[src/rtl/dtbd_pkg.sv]
// ----------------------------------------------------------------------------
// Dual tone detector package
// Shared widths, filter coefficients and the types passed between the
// filter sequencer and the window unit.
// ----------------------------------------------------------------------------
package dtbd_pkg;

    localparam int SAMPLE_W   = 10;   // input sample width
    localparam int FILT_W     = 16;   // filtered output / window entry width
    localparam int DATA_W     = 32;   // history word and accumulator width
    localparam int FRAC_W     = 16;   // Q16 coefficients
    localparam int COEF_W     = 18;   // signed coefficient width
    localparam int THR_W      = 16;   // threshold register width
    localparam int CFG_IDX_W  = 2;
    localparam int CFG_DATA_W = 16;
    localparam int TERMS      = 5;    // b0, b1, b2, -a1, -a2
    localparam int ROWS       = 4;
    localparam int TERM_W     = $clog2(TERMS);
    localparam int ROW_W      = $clog2(ROWS);

    // Register indexes
    localparam logic [CFG_IDX_W-1:0] CFG_THR_LOW  = 2'd0;
    localparam logic [CFG_IDX_W-1:0] CFG_THR_HIGH = 2'd1;

    localparam logic [THR_W-1:0] THR_LOW_RST  = 16'd80;
    localparam logic [THR_W-1:0] THR_HIGH_RST = 16'd90;

    // Tone selector
    localparam logic TONE_LOW  = 1'b0;
    localparam logic TONE_HIGH = 1'b1;

    // Coefficient table [tone][row][term]; feedback terms are stored negated
    // so that every product is added.
    localparam logic signed [COEF_W-1:0] COEF [2][ROWS][TERMS] = '{
        '{
            '{18'sd513, 18'sd0, -18'sd513, 18'sd119780, -18'sd65136},
            '{18'sd513, 18'sd0, -18'sd513, 18'sd120540, -18'sd65150},
            '{18'sd511, 18'sd0, -18'sd511, 18'sd119498, -18'sd64585},
            '{18'sd511, 18'sd0, -18'sd511, 18'sd119819, -18'sd64598}
        },
        '{
            '{18'sd627, 18'sd0, -18'sd627, 18'sd114439, -18'sd65048},
            '{18'sd627, 18'sd0, -18'sd627, 18'sd115547, -18'sd65064},
            '{18'sd624, 18'sd0, -18'sd624, 18'sd114177, -18'sd64375},
            '{18'sd624, 18'sd0, -18'sd624, 18'sd114642, -18'sd64391}
        }
    };

    // Push request into the window unit
    typedef struct packed {
        logic                     push;
        logic                     tone;
        logic signed [FILT_W-1:0] value;
    } t_win_req;

    // Window unit status
    typedef struct packed {
        logic busy;
        logic low_det;
        logic high_det;
    } t_win_stat;

endpackage

[src/rtl/dtbd_sample_if.sv]
// ----------------------------------------------------------------------------
// Sample channel
// Valid/ready channel carrying one audio sample per request.
// ----------------------------------------------------------------------------
interface dtbd_sample_if;

    logic                                 valid;
    logic                                 ready;
    logic signed [dtbd_pkg::SAMPLE_W-1:0] sample;

    modport source (output valid, output sample, input ready);
    modport sink   (input valid, input sample, output ready);

endinterface

[src/rtl/dtbd_result_if.sv]
// ----------------------------------------------------------------------------
// Result channel
// Valid/ready channel carrying the detect flags and both filter outputs.
// ----------------------------------------------------------------------------
interface dtbd_result_if;

    logic                               valid;
    logic                               ready;
    logic                               low_tone_present;
    logic                               high_tone_present;
    logic signed [dtbd_pkg::FILT_W-1:0] low_filtered;
    logic signed [dtbd_pkg::FILT_W-1:0] high_filtered;

    modport source (
        output valid, output low_tone_present, output high_tone_present,
        output low_filtered, output high_filtered, input ready
    );
    modport sink (
        input valid, input low_tone_present, input high_tone_present,
        input low_filtered, input high_filtered, output ready
    );

endinterface

[src/rtl/dtbd_window.sv]
// ----------------------------------------------------------------------------
// Tone window unit
// Holds both tone windows as circular buffers in one memory. A push writes
// the new entry, then a scan reads the tone's window one entry a cycle and
// compares its peak-to-peak span with the threshold.
// ----------------------------------------------------------------------------
module dtbd_window #(
    parameter int LOW_WINDOW_LEN  = 15,
    parameter int HIGH_WINDOW_LEN = 10
) (
    input  logic                          i_clk,
    input  logic                          i_rst_n,
    input  logic [dtbd_pkg::THR_W-1:0]    i_thr_low,
    input  logic [dtbd_pkg::THR_W-1:0]    i_thr_high,
    input  dtbd_pkg::t_win_req            i_req,
    output dtbd_pkg::t_win_stat           o_stat
);

    localparam int WIN_DEPTH = LOW_WINDOW_LEN + HIGH_WINDOW_LEN;
    localparam int WA_W      = $clog2(WIN_DEPTH);
    localparam int MAX_LEN   = (LOW_WINDOW_LEN > HIGH_WINDOW_LEN) ?
                               LOW_WINDOW_LEN : HIGH_WINDOW_LEN;
    localparam int CNT_W     = $clog2(MAX_LEN);
    localparam int LH_W      = $clog2(LOW_WINDOW_LEN);
    localparam int HH_W      = $clog2(HIGH_WINDOW_LEN);
    localparam int FW        = dtbd_pkg::FILT_W;

    localparam logic [1:0] WS_CLEAR  = 2'd0;
    localparam logic [1:0] WS_IDLE   = 2'd1;
    localparam logic [1:0] WS_SCAN   = 2'd2;
    localparam logic [1:0] WS_DECIDE = 2'd3;

    logic [1:0]             r_state;
    logic [WA_W-1:0]        r_clr;
    logic                   r_tone;
    logic [CNT_W-1:0]       r_cnt;
    logic                   r_issue;
    logic                   r_rd_v;
    logic                   r_rd_last;
    logic signed [FW-1:0]   r_rdata;
    logic signed [FW-1:0]   r_max;
    logic signed [FW-1:0]   r_min;
    logic                   r_low_det;
    logic                   r_high_det;
    logic [LH_W-1:0]        r_low_head;
    logic [HH_W-1:0]        r_high_head;
    logic signed [FW-1:0]   r_win [WIN_DEPTH];

    logic                   win_we;
    logic [WA_W-1:0]        win_waddr;
    logic signed [FW-1:0]   win_wdata;
    logic [WA_W-1:0]        win_raddr;
    logic [WA_W-1:0]        scan_base;
    logic [CNT_W-1:0]       scan_last;
    logic [WA_W-1:0]        push_addr;
    logic                   push_ok;
    logic signed [FW:0]     span;
    logic                   over;
    logic [dtbd_pkg::THR_W-1:0] thr_sel;

    assign push_ok = (r_state == WS_IDLE) && i_req.push;

    // Window region and length of the tone under scan
    assign scan_base = (r_tone == dtbd_pkg::TONE_HIGH) ? WA_W'(LOW_WINDOW_LEN) : '0;
    assign scan_last = (r_tone == dtbd_pkg::TONE_HIGH) ? CNT_W'(HIGH_WINDOW_LEN - 1)
                                                       : CNT_W'(LOW_WINDOW_LEN - 1);
    assign win_raddr = scan_base + WA_W'(r_cnt);

    // Slot for the new entry
    assign push_addr = (i_req.tone == dtbd_pkg::TONE_HIGH) ?
                       WA_W'(LOW_WINDOW_LEN) + WA_W'(r_high_head) : WA_W'(r_low_head);

    // Peak-to-peak span; max is never below zero and min never above
    assign span    = {r_max[FW-1], r_max} - {r_min[FW-1], r_min};
    assign thr_sel = (r_tone == dtbd_pkg::TONE_HIGH) ? i_thr_high : i_thr_low;
    assign over    = span[FW-1:0] > thr_sel;

    // Memory write selection
    always_comb begin
        win_we    = 1'b0;
        win_waddr = r_clr;
        win_wdata = '0;
        if (r_state == WS_CLEAR) begin
            win_we = 1'b1;
        end else if (push_ok) begin
            win_we    = 1'b1;
            win_waddr = push_addr;
            win_wdata = i_req.value;
        end
    end

    // Window memory
    always_ff @(posedge i_clk) begin
        if (win_we) begin
            r_win[win_waddr] <= win_wdata;
        end
        r_rdata <= r_win[win_raddr];
    end

    // Sequencer
    always_ff @(posedge i_clk) begin
        if (!i_rst_n) begin
            r_state     <= WS_CLEAR;
            r_clr       <= '0;
            r_issue     <= 1'b0;
            r_rd_v      <= 1'b0;
            r_rd_last   <= 1'b0;
            r_low_det   <= 1'b0;
            r_high_det  <= 1'b0;
            r_low_head  <= '0;
            r_high_head <= '0;
            r_cnt       <= '0;
            r_tone      <= dtbd_pkg::TONE_LOW;
        end else begin
            unique case (r_state)
                WS_CLEAR: begin
                    r_clr <= r_clr + 1'b1;
                    if (r_clr == WA_W'(WIN_DEPTH - 1)) begin
                        r_state <= WS_IDLE;
                    end
                end
                WS_IDLE: begin
                    if (push_ok) begin
                        r_tone    <= i_req.tone;
                        r_cnt     <= '0;
                        r_issue   <= 1'b1;
                        r_rd_v    <= 1'b0;
                        r_rd_last <= 1'b0;
                        r_max     <= '0;
                        r_min     <= '0;
                        if (i_req.tone == dtbd_pkg::TONE_HIGH) begin
                            r_high_head <= (r_high_head == HH_W'(HIGH_WINDOW_LEN - 1)) ?
                                           '0 : r_high_head + 1'b1;
                        end else begin
                            r_low_head <= (r_low_head == LH_W'(LOW_WINDOW_LEN - 1)) ?
                                          '0 : r_low_head + 1'b1;
                        end
                        r_state <= WS_SCAN;
                    end
                end
                WS_SCAN: begin
                    // issue one read a cycle, fold returned entries
                    if (r_issue) begin
                        if (r_cnt == scan_last) begin
                            r_issue <= 1'b0;
                        end else begin
                            r_cnt <= r_cnt + 1'b1;
                        end
                    end
                    r_rd_v    <= r_issue;
                    r_rd_last <= r_issue && (r_cnt == scan_last);
                    if (r_rd_v) begin
                        if (r_rdata > r_max) begin
                            r_max <= r_rdata;
                        end
                        if (r_rdata < r_min) begin
                            r_min <= r_rdata;
                        end
                    end
                    if (r_rd_last) begin
                        r_state <= WS_DECIDE;
                    end
                end
                WS_DECIDE: begin
                    if (r_tone == dtbd_pkg::TONE_HIGH) begin
                        r_high_det <= over;
                    end else begin
                        r_low_det <= over;
                    end
                    r_state <= WS_IDLE;
                end
                default: begin
                    r_state <= WS_IDLE;
                end
            endcase
        end
    end

    assign o_stat.busy     = (r_state != WS_IDLE);
    assign o_stat.low_det  = r_low_det;
    assign o_stat.high_det = r_high_det;

endmodule

[src/rtl/dual_tone_biquad_detector.sv]
// ----------------------------------------------------------------------------
// Dual tone biquad detector
// Two cascaded-biquad bandpass filters (900 Hz and 1100 Hz) sharing one
// multiplier and one history memory, followed by peak-to-peak tone windows.
// ----------------------------------------------------------------------------
// One sample yields one result. Each filter first shifts the input stage, then
// runs each biquad section in turn (five multiply-accumulates on the single
// shared multiplier and two reads of the history memory, which has one read
// port), then pushes its output into the window unit, and the 1100 Hz window
// is then scanned one entry a cycle. The 900 Hz window scan runs under the
// 1100 Hz filter and only delays the 1100 Hz push while it is still busy.
// The next sample can be taken in the cycle after a result is loaded; a new
// sample is taken while the previous result still waits in the output
// register. After reset both memories are cleared, one entry a cycle; the
// first sample is accepted once the history memory is clear and pushed once
// the window memory is; threshold writes are taken throughout.
// ----------------------------------------------------------------------------
module dual_tone_biquad_detector #(
    parameter int SECTIONS        = 4,
    parameter int LOW_WINDOW_LEN  = 15,
    parameter int HIGH_WINDOW_LEN = 10
) (
    input  logic                              i_clk,
    input  logic                              i_rst_n,
    input  logic                              i_cfg_we,
    input  logic [dtbd_pkg::CFG_IDX_W-1:0]    i_cfg_idx,
    input  logic [dtbd_pkg::CFG_DATA_W-1:0]   i_cfg_data,
    dtbd_sample_if.sink                       i_sample_ch,
    dtbd_result_if.source                     o_result_ch
);

    localparam int STG_W = $clog2(SECTIONS + 1);
    localparam int HA_W  = STG_W + 2;            // {filter, stage, tap}
    localparam int HIST_DEPTH = 2 ** HA_W;
    localparam int DW    = dtbd_pkg::DATA_W;
    localparam int FW    = dtbd_pkg::FILT_W;
    localparam int SW    = dtbd_pkg::SAMPLE_W;
    localparam int CW    = dtbd_pkg::COEF_W;

    localparam logic [2:0] ST_CLEAR = 3'd0;
    localparam logic [2:0] ST_IDLE  = 3'd1;
    localparam logic [2:0] ST_RUN   = 3'd2;
    localparam logic [2:0] ST_PUSH  = 3'd3;
    localparam logic [2:0] ST_FIN   = 3'd4;

    localparam logic [2:0] STEP_SHIFT_LAST = 3'd3;
    localparam logic [2:0] STEP_SECT_LAST  = 3'd5;
    localparam logic [2:0] STEP_TAP2       = 3'd2;

    localparam logic [STG_W-1:0] STG_MAX = STG_W'(SECTIONS);

    // Control state
    logic [2:0]                  r_state;
    logic [HA_W-1:0]             r_clr;
    logic                        r_filt;
    logic [STG_W-1:0]            r_stage;
    logic [2:0]                  r_step;
    logic                        r_out_valid;
    logic [dtbd_pkg::THR_W-1:0]  r_thr_low;
    logic [dtbd_pkg::THR_W-1:0]  r_thr_high;

    // Datapath
    logic signed [SW-1:0]        r_sample;
    logic [DW-1:0]               r_x0;
    logic [DW-1:0]               r_x1;
    logic [DW-1:0]               r_x2;
    logic [DW-1:0]               r_y1;
    logic [DW-1:0]               r_y2;
    logic [DW-1:0]               r_prod;
    logic [DW-1:0]               r_acc;
    logic [DW-1:0]               r_hist_rd;
    logic [DW-1:0]               r_hist [HIST_DEPTH];
    logic signed [FW-1:0]        r_lo_val;
    logic signed [FW-1:0]        r_hi_val;
    logic                        r_out_lo_det;
    logic                        r_out_hi_det;
    logic signed [FW-1:0]        r_out_lo;
    logic signed [FW-1:0]        r_out_hi;

    logic                        in_acc;
    logic                        out_free;
    logic                        out_load;
    logic [2:0]                  step_end;
    logic [HA_W-1:0]             hist_raddr;
    logic                        hist_we;
    logic [HA_W-1:0]             hist_waddr;
    logic [DW-1:0]               hist_wdata;
    logic [dtbd_pkg::ROW_W-1:0]  coef_row;
    logic [dtbd_pkg::TERM_W-1:0] coef_term;
    logic signed [CW-1:0]        coef_sel;
    logic [DW-1:0]               mul_op;
    logic signed [CW+DW-1:0]     mul_full;
    logic [DW-1:0]               sum;
    logic [DW-1:0]               sect_y;
    logic [DW-1:0]               new_val;

    dtbd_pkg::t_win_req          s_win_req;
    dtbd_pkg::t_win_stat         s_win_stat;

    assign in_acc   = i_sample_ch.valid && i_sample_ch.ready;
    assign out_free = !r_out_valid || o_result_ch.ready;
    assign out_load = (r_state == ST_FIN) && !s_win_stat.busy && out_free;
    assign step_end = (r_stage == '0) ? STEP_SHIFT_LAST : STEP_SECT_LAST;

    // Threshold registers
    always_ff @(posedge i_clk) begin
        if (!i_rst_n) begin
            r_thr_low  <= dtbd_pkg::THR_LOW_RST;
            r_thr_high <= dtbd_pkg::THR_HIGH_RST;
        end else if (i_cfg_we) begin
            unique case (i_cfg_idx)
                dtbd_pkg::CFG_THR_LOW:  r_thr_low  <= i_cfg_data;
                dtbd_pkg::CFG_THR_HIGH: r_thr_high <= i_cfg_data;
                default: begin
                end
            endcase
        end
    end

    // Coefficient and operand for this step; section s uses row s mod 4
    assign coef_row  = dtbd_pkg::ROW_W'(r_stage - 1'b1);
    assign coef_term = (r_step > 3'd4) ? '0 : dtbd_pkg::TERM_W'(r_step);
    assign coef_sel  = dtbd_pkg::COEF[r_filt][coef_row][coef_term];

    always_comb begin
        unique case (r_step)
            3'd0:    mul_op = r_x0;
            3'd1:    mul_op = r_x1;
            3'd2:    mul_op = r_x2;
            3'd3:    mul_op = r_y1;
            3'd4:    mul_op = r_y2;
            default: mul_op = r_x0;
        endcase
    end

    assign mul_full = coef_sel * $signed(mul_op);

    // Section output: wrapped sum, arithmetic shift by the Q16 point
    assign sum     = r_acc + r_prod;
    assign sect_y  = {{dtbd_pkg::FRAC_W{sum[DW-1]}}, sum[DW-1:dtbd_pkg::FRAC_W]};
    assign new_val = (r_stage == '0) ? {{(DW - SW){r_sample[SW-1]}}, r_sample} : sect_y;

    // History addressing: tap 0 at step 0, tap 1 at step 1
    assign hist_raddr = {r_filt, r_stage, (r_step == 3'd1)};

    always_comb begin
        hist_we    = 1'b0;
        hist_waddr = r_clr;
        hist_wdata = '0;
        if (r_state == ST_CLEAR) begin
            hist_we = 1'b1;
        end else if (r_state == ST_RUN) begin
            if (r_step == STEP_TAP2) begin
                hist_we    = 1'b1;
                hist_waddr = {r_filt, r_stage, 1'b1};
                hist_wdata = r_y1;
            end else if (r_step == step_end) begin
                hist_we    = 1'b1;
                hist_waddr = {r_filt, r_stage, 1'b0};
                hist_wdata = new_val;
            end
        end
    end

    // History memory
    always_ff @(posedge i_clk) begin
        if (hist_we) begin
            r_hist[hist_waddr] <= hist_wdata;
        end
        r_hist_rd <= r_hist[hist_raddr];
    end

    // Multiply-accumulate pipeline
    always_ff @(posedge i_clk) begin
        r_prod <= mul_full[DW-1:0];
        if (r_step == 3'd1) begin
            r_acc <= r_prod;
        end else begin
            r_acc <= r_acc + r_prod;
        end
        if (r_step == 3'd1) begin
            r_y1 <= r_hist_rd;
        end
        if (r_step == 3'd2) begin
            r_y2 <= r_hist_rd;
        end
        if (in_acc) begin
            r_sample <= i_sample_ch.sample;
        end
        if (r_state == ST_RUN && r_step == step_end) begin
            r_x0 <= new_val;
            r_x1 <= r_y1;
            r_x2 <= r_y2;
            if (r_stage == STG_MAX) begin
                if (r_filt == dtbd_pkg::TONE_HIGH) begin
                    r_hi_val <= sect_y[FW-1:0];
                end else begin
                    r_lo_val <= sect_y[FW-1:0];
                end
            end
        end
    end

    // Push the finished filter output into its window
    assign s_win_req.push  = (r_state == ST_PUSH) && !s_win_stat.busy;
    assign s_win_req.tone  = r_filt;
    assign s_win_req.value = (r_filt == dtbd_pkg::TONE_HIGH) ? r_hi_val : r_lo_val;

    dtbd_window #(
        .LOW_WINDOW_LEN  (LOW_WINDOW_LEN),
        .HIGH_WINDOW_LEN (HIGH_WINDOW_LEN)
    ) u_window (
        .i_clk      (i_clk),
        .i_rst_n    (i_rst_n),
        .i_thr_low  (r_thr_low),
        .i_thr_high (r_thr_high),
        .i_req      (s_win_req),
        .o_stat     (s_win_stat)
    );

    // Sequencer
    always_ff @(posedge i_clk) begin
        if (!i_rst_n) begin
            r_state     <= ST_CLEAR;
            r_clr       <= '0;
            r_filt      <= dtbd_pkg::TONE_LOW;
            r_stage     <= '0;
            r_step      <= '0;
            r_out_valid <= 1'b0;
        end else begin
            // load a finished result, or drop the one just taken
            if (out_load) begin
                r_out_valid <= 1'b1;
            end else if (r_out_valid && o_result_ch.ready) begin
                r_out_valid <= 1'b0;
            end
            unique case (r_state)
                ST_CLEAR: begin
                    r_clr <= r_clr + 1'b1;
                    if (r_clr == HA_W'(HIST_DEPTH - 1)) begin
                        r_state <= ST_IDLE;
                    end
                end
                ST_IDLE: begin
                    if (in_acc) begin
                        r_filt  <= dtbd_pkg::TONE_LOW;
                        r_stage <= '0;
                        r_step  <= '0;
                        r_state <= ST_RUN;
                    end
                end
                ST_RUN: begin
                    if (r_step == step_end) begin
                        r_step <= '0;
                        if (r_stage == STG_MAX) begin
                            r_state <= ST_PUSH;
                        end else begin
                            r_stage <= r_stage + 1'b1;
                        end
                    end else begin
                        r_step <= r_step + 1'b1;
                    end
                end
                ST_PUSH: begin
                    if (!s_win_stat.busy) begin
                        if (r_filt == dtbd_pkg::TONE_LOW) begin
                            r_filt  <= dtbd_pkg::TONE_HIGH;
                            r_stage <= '0;
                            r_step  <= '0;
                            r_state <= ST_RUN;
                        end else begin
                            r_state <= ST_FIN;
                        end
                    end
                end
                ST_FIN: begin
                    // hold until the high window is decided and the output is free
                    if (out_load) begin
                        r_state <= ST_IDLE;
                    end
                end
                default: begin
                    r_state <= ST_IDLE;
                end
            endcase
        end
    end

    // Output register payload
    always_ff @(posedge i_clk) begin
        if (out_load) begin
            r_out_lo_det <= s_win_stat.low_det;
            r_out_hi_det <= s_win_stat.high_det;
            r_out_lo     <= r_lo_val;
            r_out_hi     <= r_hi_val;
        end
    end

    assign i_sample_ch.ready             = (r_state == ST_IDLE);
    assign o_result_ch.valid             = r_out_valid;
    assign o_result_ch.low_tone_present  = r_out_lo_det;
    assign o_result_ch.high_tone_present = r_out_hi_det;
    assign o_result_ch.low_filtered      = r_out_lo;
    assign o_result_ch.high_filtered     = r_out_hi;

    // Checks
    a_stage_range: assert property (@(posedge i_clk) disable iff (!i_rst_n)
        r_stage <= STG_MAX)
        else $error("stage index beyond last section");

    a_step_range: assert property (@(posedge i_clk) disable iff (!i_rst_n)
        r_state == ST_RUN |-> (r_step <= STEP_SECT_LAST &&
                               (r_stage != '0 || r_step <= STEP_SHIFT_LAST)))
        else $error("step counter beyond end of stage");

    a_push_idle: assert property (@(posedge i_clk) disable iff (!i_rst_n)
        s_win_req.push |-> !s_win_stat.busy)
        else $error("window push while window unit busy");

    a_start: assert property (@(posedge i_clk) disable iff (!i_rst_n)
        in_acc |=> (r_state == ST_RUN && r_stage == '0 && r_step == '0 &&
                    r_filt == dtbd_pkg::TONE_LOW))
        else $error("request did not start the low filter");

    a_fin_high: assert property (@(posedge i_clk) disable iff (!i_rst_n)
        r_state == ST_FIN |-> r_filt == dtbd_pkg::TONE_HIGH)
        else $error("result finished before high filter ran");

endmodule

[src/flat_wrapper.sv]
// flat-port wrapper written by rule: the top's interface ports become plain ports
module dual_tone_biquad_detector_flat 
#(
    parameter int SECTIONS        = 4,
    parameter int LOW_WINDOW_LEN  = 15,
    parameter int HIGH_WINDOW_LEN = 10
)
  (i_clk, i_rst_n, i_cfg_we, i_cfg_idx, i_cfg_data, i_sample_ch_valid, i_sample_ch_sample, i_sample_ch_ready, o_result_ch_valid, o_result_ch_low_tone_present, o_result_ch_high_tone_present, o_result_ch_low_filtered, o_result_ch_high_filtered, o_result_ch_ready);
  dtbd_sample_if i_sample_ch_i ();
  dtbd_result_if o_result_ch_i ();
  input  logic i_clk;
  input  logic i_rst_n;
  input  logic i_cfg_we;
  input  logic [dtbd_pkg::CFG_IDX_W-1:0] i_cfg_idx;
  input  logic [dtbd_pkg::CFG_DATA_W-1:0] i_cfg_data;
  input wire logic [$bits(i_sample_ch_i.valid)-1:0] i_sample_ch_valid;
  input wire logic [$bits(i_sample_ch_i.sample)-1:0] i_sample_ch_sample;
  output wire logic [$bits(i_sample_ch_i.ready)-1:0] i_sample_ch_ready;
  output wire logic [$bits(o_result_ch_i.valid)-1:0] o_result_ch_valid;
  output wire logic [$bits(o_result_ch_i.low_tone_present)-1:0] o_result_ch_low_tone_present;
  output wire logic [$bits(o_result_ch_i.high_tone_present)-1:0] o_result_ch_high_tone_present;
  output wire logic [$bits(o_result_ch_i.low_filtered)-1:0] o_result_ch_low_filtered;
  output wire logic [$bits(o_result_ch_i.high_filtered)-1:0] o_result_ch_high_filtered;
  input wire logic [$bits(o_result_ch_i.ready)-1:0] o_result_ch_ready;
  assign i_sample_ch_i.valid = i_sample_ch_valid;
  assign i_sample_ch_i.sample = i_sample_ch_sample;
  assign i_sample_ch_ready = i_sample_ch_i.ready;
  assign o_result_ch_valid = o_result_ch_i.valid;
  assign o_result_ch_low_tone_present = o_result_ch_i.low_tone_present;
  assign o_result_ch_high_tone_present = o_result_ch_i.high_tone_present;
  assign o_result_ch_low_filtered = o_result_ch_i.low_filtered;
  assign o_result_ch_high_filtered = o_result_ch_i.high_filtered;
  assign o_result_ch_i.ready = o_result_ch_ready;
  dual_tone_biquad_detector #(.SECTIONS(SECTIONS), .LOW_WINDOW_LEN(LOW_WINDOW_LEN), .HIGH_WINDOW_LEN(HIGH_WINDOW_LEN)) u_core (.i_clk(i_clk), .i_rst_n(i_rst_n), .i_cfg_we(i_cfg_we), .i_cfg_idx(i_cfg_idx), .i_cfg_data(i_cfg_data), .i_sample_ch(i_sample_ch_i), .o_result_ch(o_result_ch_i));
endmodule
[config.mk]
export PLATFORM = sky130hd
export DESIGN_NAME = dual_tone_biquad_detector_flat
export DESIGN_NICKNAME = d
export VERILOG_FILES = /design/src/rtl/dtbd_pkg.sv /design/src/rtl/dtbd_sample_if.sv /design/src/rtl/dtbd_result_if.sv /design/src/rtl/dtbd_window.sv /design/src/rtl/dual_tone_biquad_detector.sv /design/src/flat_wrapper.sv
export SDC_FILE = /design/constraint.sdc
export NUM_CORES = 2
export LEC_CHECK = 0
export BUFFER_PORTS_ARGS = -buffer_cell sky130_fd_sc_hd__buf_2
export CAP_MARGIN = 20
export CORE_UTILIZATION = 35
export CTS_CLUSTER_SIZE = 28
export DETAILED_ROUTE_END_ITERATION = 8
export GPL_ROUTABILITY_DRIVEN = 0
export GPL_TIMING_DRIVEN = 0
export HOLD_SLACK_MARGIN = 0.05
export PLACE_DENSITY = 0.53
export SLEW_MARGIN = 0
export SYNTH_ARGS = -nofsm -noshare
export SYNTH_HDL_FRONTEND = slang
export SYNTH_SLANG_ARGS = --single-unit
[constraint.sdc]
create_clock -name i_clk -period 14.9 [get_ports i_clk]
set_input_delay 2.235 -clock i_clk [delete_from_list [all_inputs] [get_ports i_clk]]
set_output_delay 2.235 -clock i_clk [all_outputs]
set_load 0.005 [all_outputs]
==> results.txt <==
Clk pwr share = 40.3%
Unrepaired setup endpoints after global routing = no
Warnings, synthesis = 0
Placed cell areas = 94140 um^2
Total Die Area = 250400 um^2
Worst min-delay path class = reg2reg
EDFF count, synth = 1676
Finished Cell Area = 100400 um^2
R2R Setup Slk = 3.16 ns
Synth area leaders = edfxtp_1 (58%), fa_1 (7.7%), mux4_2 (6.2%), dfxtp_1 (4.3%), ha_1 (3.2%)
Post-Syn Instances = 6098
Worst Path Max Fanout = 13
Longest Clk Path Bufs = 3
Minimum clock period = 11.74 ns
DRT Wirelength = 252900 um
Setup crit start kind = flop
Vias per inst = 5.296
Critical-path top delay cell = buf_1
Dominant cell type by area after synthesis = edfxtp_1
Gr usage total = 20.14%
Max VDD drop = 0.0001312 V
Final hold vios = 0
Final period utilization = 78.78%
Share of cells above drive strength 1 = 13.79%
Switch Pwr = 0.002738 W
Post-synthesis async set-or-reset flop share = 0%
Worst stage delay on the critical path = 0.72 ns
Vias in the first global route = 52357
Core ar. = 246400 um^2
Pleak = 34.99 nW
Post-synthesis cell type count = 91
WS Path Type = reg2reg
WP data arrival = 12.44 ns
Post-synthesis sequential element count = 1861
Seq/Total Area, Yosys = 62.14%
Grt total ovfl = 0
Largest net degree at the start of global routing = 36
Clk Latency, worst-skew pair = 0.84 ns
Post-synth top area share = 57.88%
R2R depth = 34
Switching Share = 23.71%
# Max-Cap Violations = 0
Row cnt = 182
Outcome = finished clean
First-pass DRT Iterations = 6
I/O pins = 69
DIE WIDTH = 500.4 um
Most frequent cell after synthesis = edfxtp_1
# clock sinks = 1861
Worst r2r src = u_core.r_stage[0]$_SDFFE_PN0P_
Detailed Place HPWL = 186800 um
Crit path from = u_core.r_stage[0]$_SDFFE_PN0P_
Global-route wire length before repair = 367600 um
Worst rel slew slack = 16.34%
Final Hold Slack = 0.4278 ns
Synthesized area per cell = 14.26 um^2
Comb pwr share = 8.5%
Sequential share of power = 51.2%
# Post-CTS Setup Buffers = 0
Fmax = 85.19 MHz
CTS tree = built
FF-to-FF End = u_core.r_prod[31]$_DFF_P_
Req. time, crit path = 15.61 ns
CP endpoint = u_core.r_prod[31]$_DFF_P_
Port buffer count = 68
Net Count, Synth = 6691
Worst-margin pin slew = 1.255 ns
Remaining DRCs = 0
Initial antenna violation count = 8
1st-iter DRT viols = 5211
H-tree Lvls = 4
NumNets Final = 7084
Post-route ant nets = 0
Primary FF master, synth = edfxtp_1
Synth cell count leaders = edfxtp_1 (1676), nand2_1 (732), inv_1 (504), nor2_1 (371), a21oi_1 (356)
Internal power = 0.008806 W
Area growth syn-to-layout = 15.46%
TritonCTS buffer count = 194
Cell Pwr Density = 115.0 nW/um^2
CTS Root Buffer Type = clkbuf_16
Final setup viols = 0
Synthesized area = 86950 um^2
Worst-case clock skew = 0.04354 ns
Post_cts resized = 0
Hold_buf cts = 0
Vias = 52791
Clock-pin slew on the worst setup and hold paths = 0.06 ns
Fin Setup TNS = 0 ns
Initial cell density of the core = 35.29%
Max-slew violations = 0
Die height = 500.4 um
CP Capture Type = flop
Wire per inst = 25.37 um
placed cells by master (no fill, tap or decap), types with 29 or more instances in the layout:
cell type  count
o22ai_1       68
mux2i_1      165
clkinv_1      37
nor2_1       298
a21o_1        48
mux4_2       240
xnor2_1       76
a31oi_1       31
nor2_2        41
nand2_1      732
o221ai_1      66
dfxtp_1      185
a22oi_1       59
ha_1         224
buf_8         46
clkinv_2      33
nor3_1        30
clkbuf_16    195
edfxtp_1    1676
a21oi_1      354
clkbuf_1     260
buf_16        40
nor2_4        33
or3_1        101
inv_1        504
buf_2        119
and2_1        40
o31ai_1       47
o21ai_0      103
nand2b_1      29
fa_1         336
sequential cells by signal, indices dropped and copies added, names as in the netlist, 32 cells and up:
signal and flops:
u_core.r_hist 1024, u_core.r_y1 32, u_core.r_prod 32, u_core.r_x2 32, u_core.r_hist_rd 32, u_core.r_y2 32
u_core.u_window.r_win 400, u_core.r_x1 32, u_core.r_acc 32
area by class of cell:
type / count / area, um^2
flip-flops and latches: 1861 / 54030
repair buffers: 197 / 2786
clock buffers: 259 / 5200
clock inverters: 102 / 864.6
well taps: 3312 / 4144
diodes: 1 / 2.502
multi-input cells: 3438 / 30270
plain buffers: 290 / 1185
inverters: 509 / 1911
fillers: 22699 / 146000
worst min-delay path by stage:
stage	from	to	depth (start not counted)
final	u_core.r_lo_val[15]$_DFFE_PP_	u_core.o_result_ch.low_filtered[15]$_DFFE_PP_	0
after floorplan	u_core.r_hist_rd[0]$_DFF_P_	u_core.r_y1[0]$_DFFE_PN_	0
after global routing	u_core.r_lo_val[15]$_DFFE_PP_	u_core.o_result_ch.low_filtered[15]$_DFFE_PP_	0
after detailed placement	u_core.r_hist_rd[30]$_DFF_P_	u_core.r_y1[30]$_DFFE_PN_	0
after global placement	u_core.r_hist_rd[26]$_DFF_P_	u_core.r_y1[26]$_DFFE_PN_	0
after CTS	u_core.r_lo_val[15]$_DFFE_PP_	u_core.o_result_ch.low_filtered[15]$_DFFE_PP_	0
critical path: cells and delay by family (launching register included):
kind | cells | cell delay [ns]
adders and majority gates | 10 | 3.63
xor gates and xnor gates | 1 | 0.40
AOI/OAI and AO/OA | 10 | 3.37
DFF | 1 | 0.58
and+or+nand+nor | 3 | 0.43
buffers and inverters | 10 | 3.21
through the flow:
step	instances	setup slack (ns)	utilization, %	total power [W]
3_3_place_gp	9478	1.363	37.11	0.006932
6_report	9969	3.162	40.75	0.01154
2_1_floorplan	6098	6.330	-	0.006622
4_1_cts	9960	3.170	40.67	0.01163
5_1_grt	9968	2.740	40.74	0.01194
3_5_place_dp	9599	3.212	38.21	0.006995
power by group through the flow:
stage / registers (W) / clock network, W / logic [W]
final: 0.00591 / 0.00465 / 0.000983
after floorplan: 0.00598 / 0 / 0.000638
after detailed placement: 0.00601 / 0 / 0.000980
after CTS: 0.00591 / 0.00474 / 0.000985
after global routing: 0.00592 / 0.00494 / 0.00108
after global placement: 0.00601 / 0 / 0.000918
kinds of logic after synthesis:
group,share of synthesized area (%)
buf+inv,3.557
fa+ha+maj,10.96
compound gates,7.086
flops,62.14
xor+xnor,1.029
simple gates,7.035
mux,8.193
layer usage:
metal / global-route usage, % / up-vias / share of wire (%)
li1: - / 23131 / -
met1: 28.43 / 27261 / 44
met2: 31.57 / 2020 / 46
met3: 3.360 / 377 / 7.6
met4: 6.467 / 2 / 3.3
met5: 0 / - / 0.0040
No activity file was read; power rests on OpenSTA's default activity.
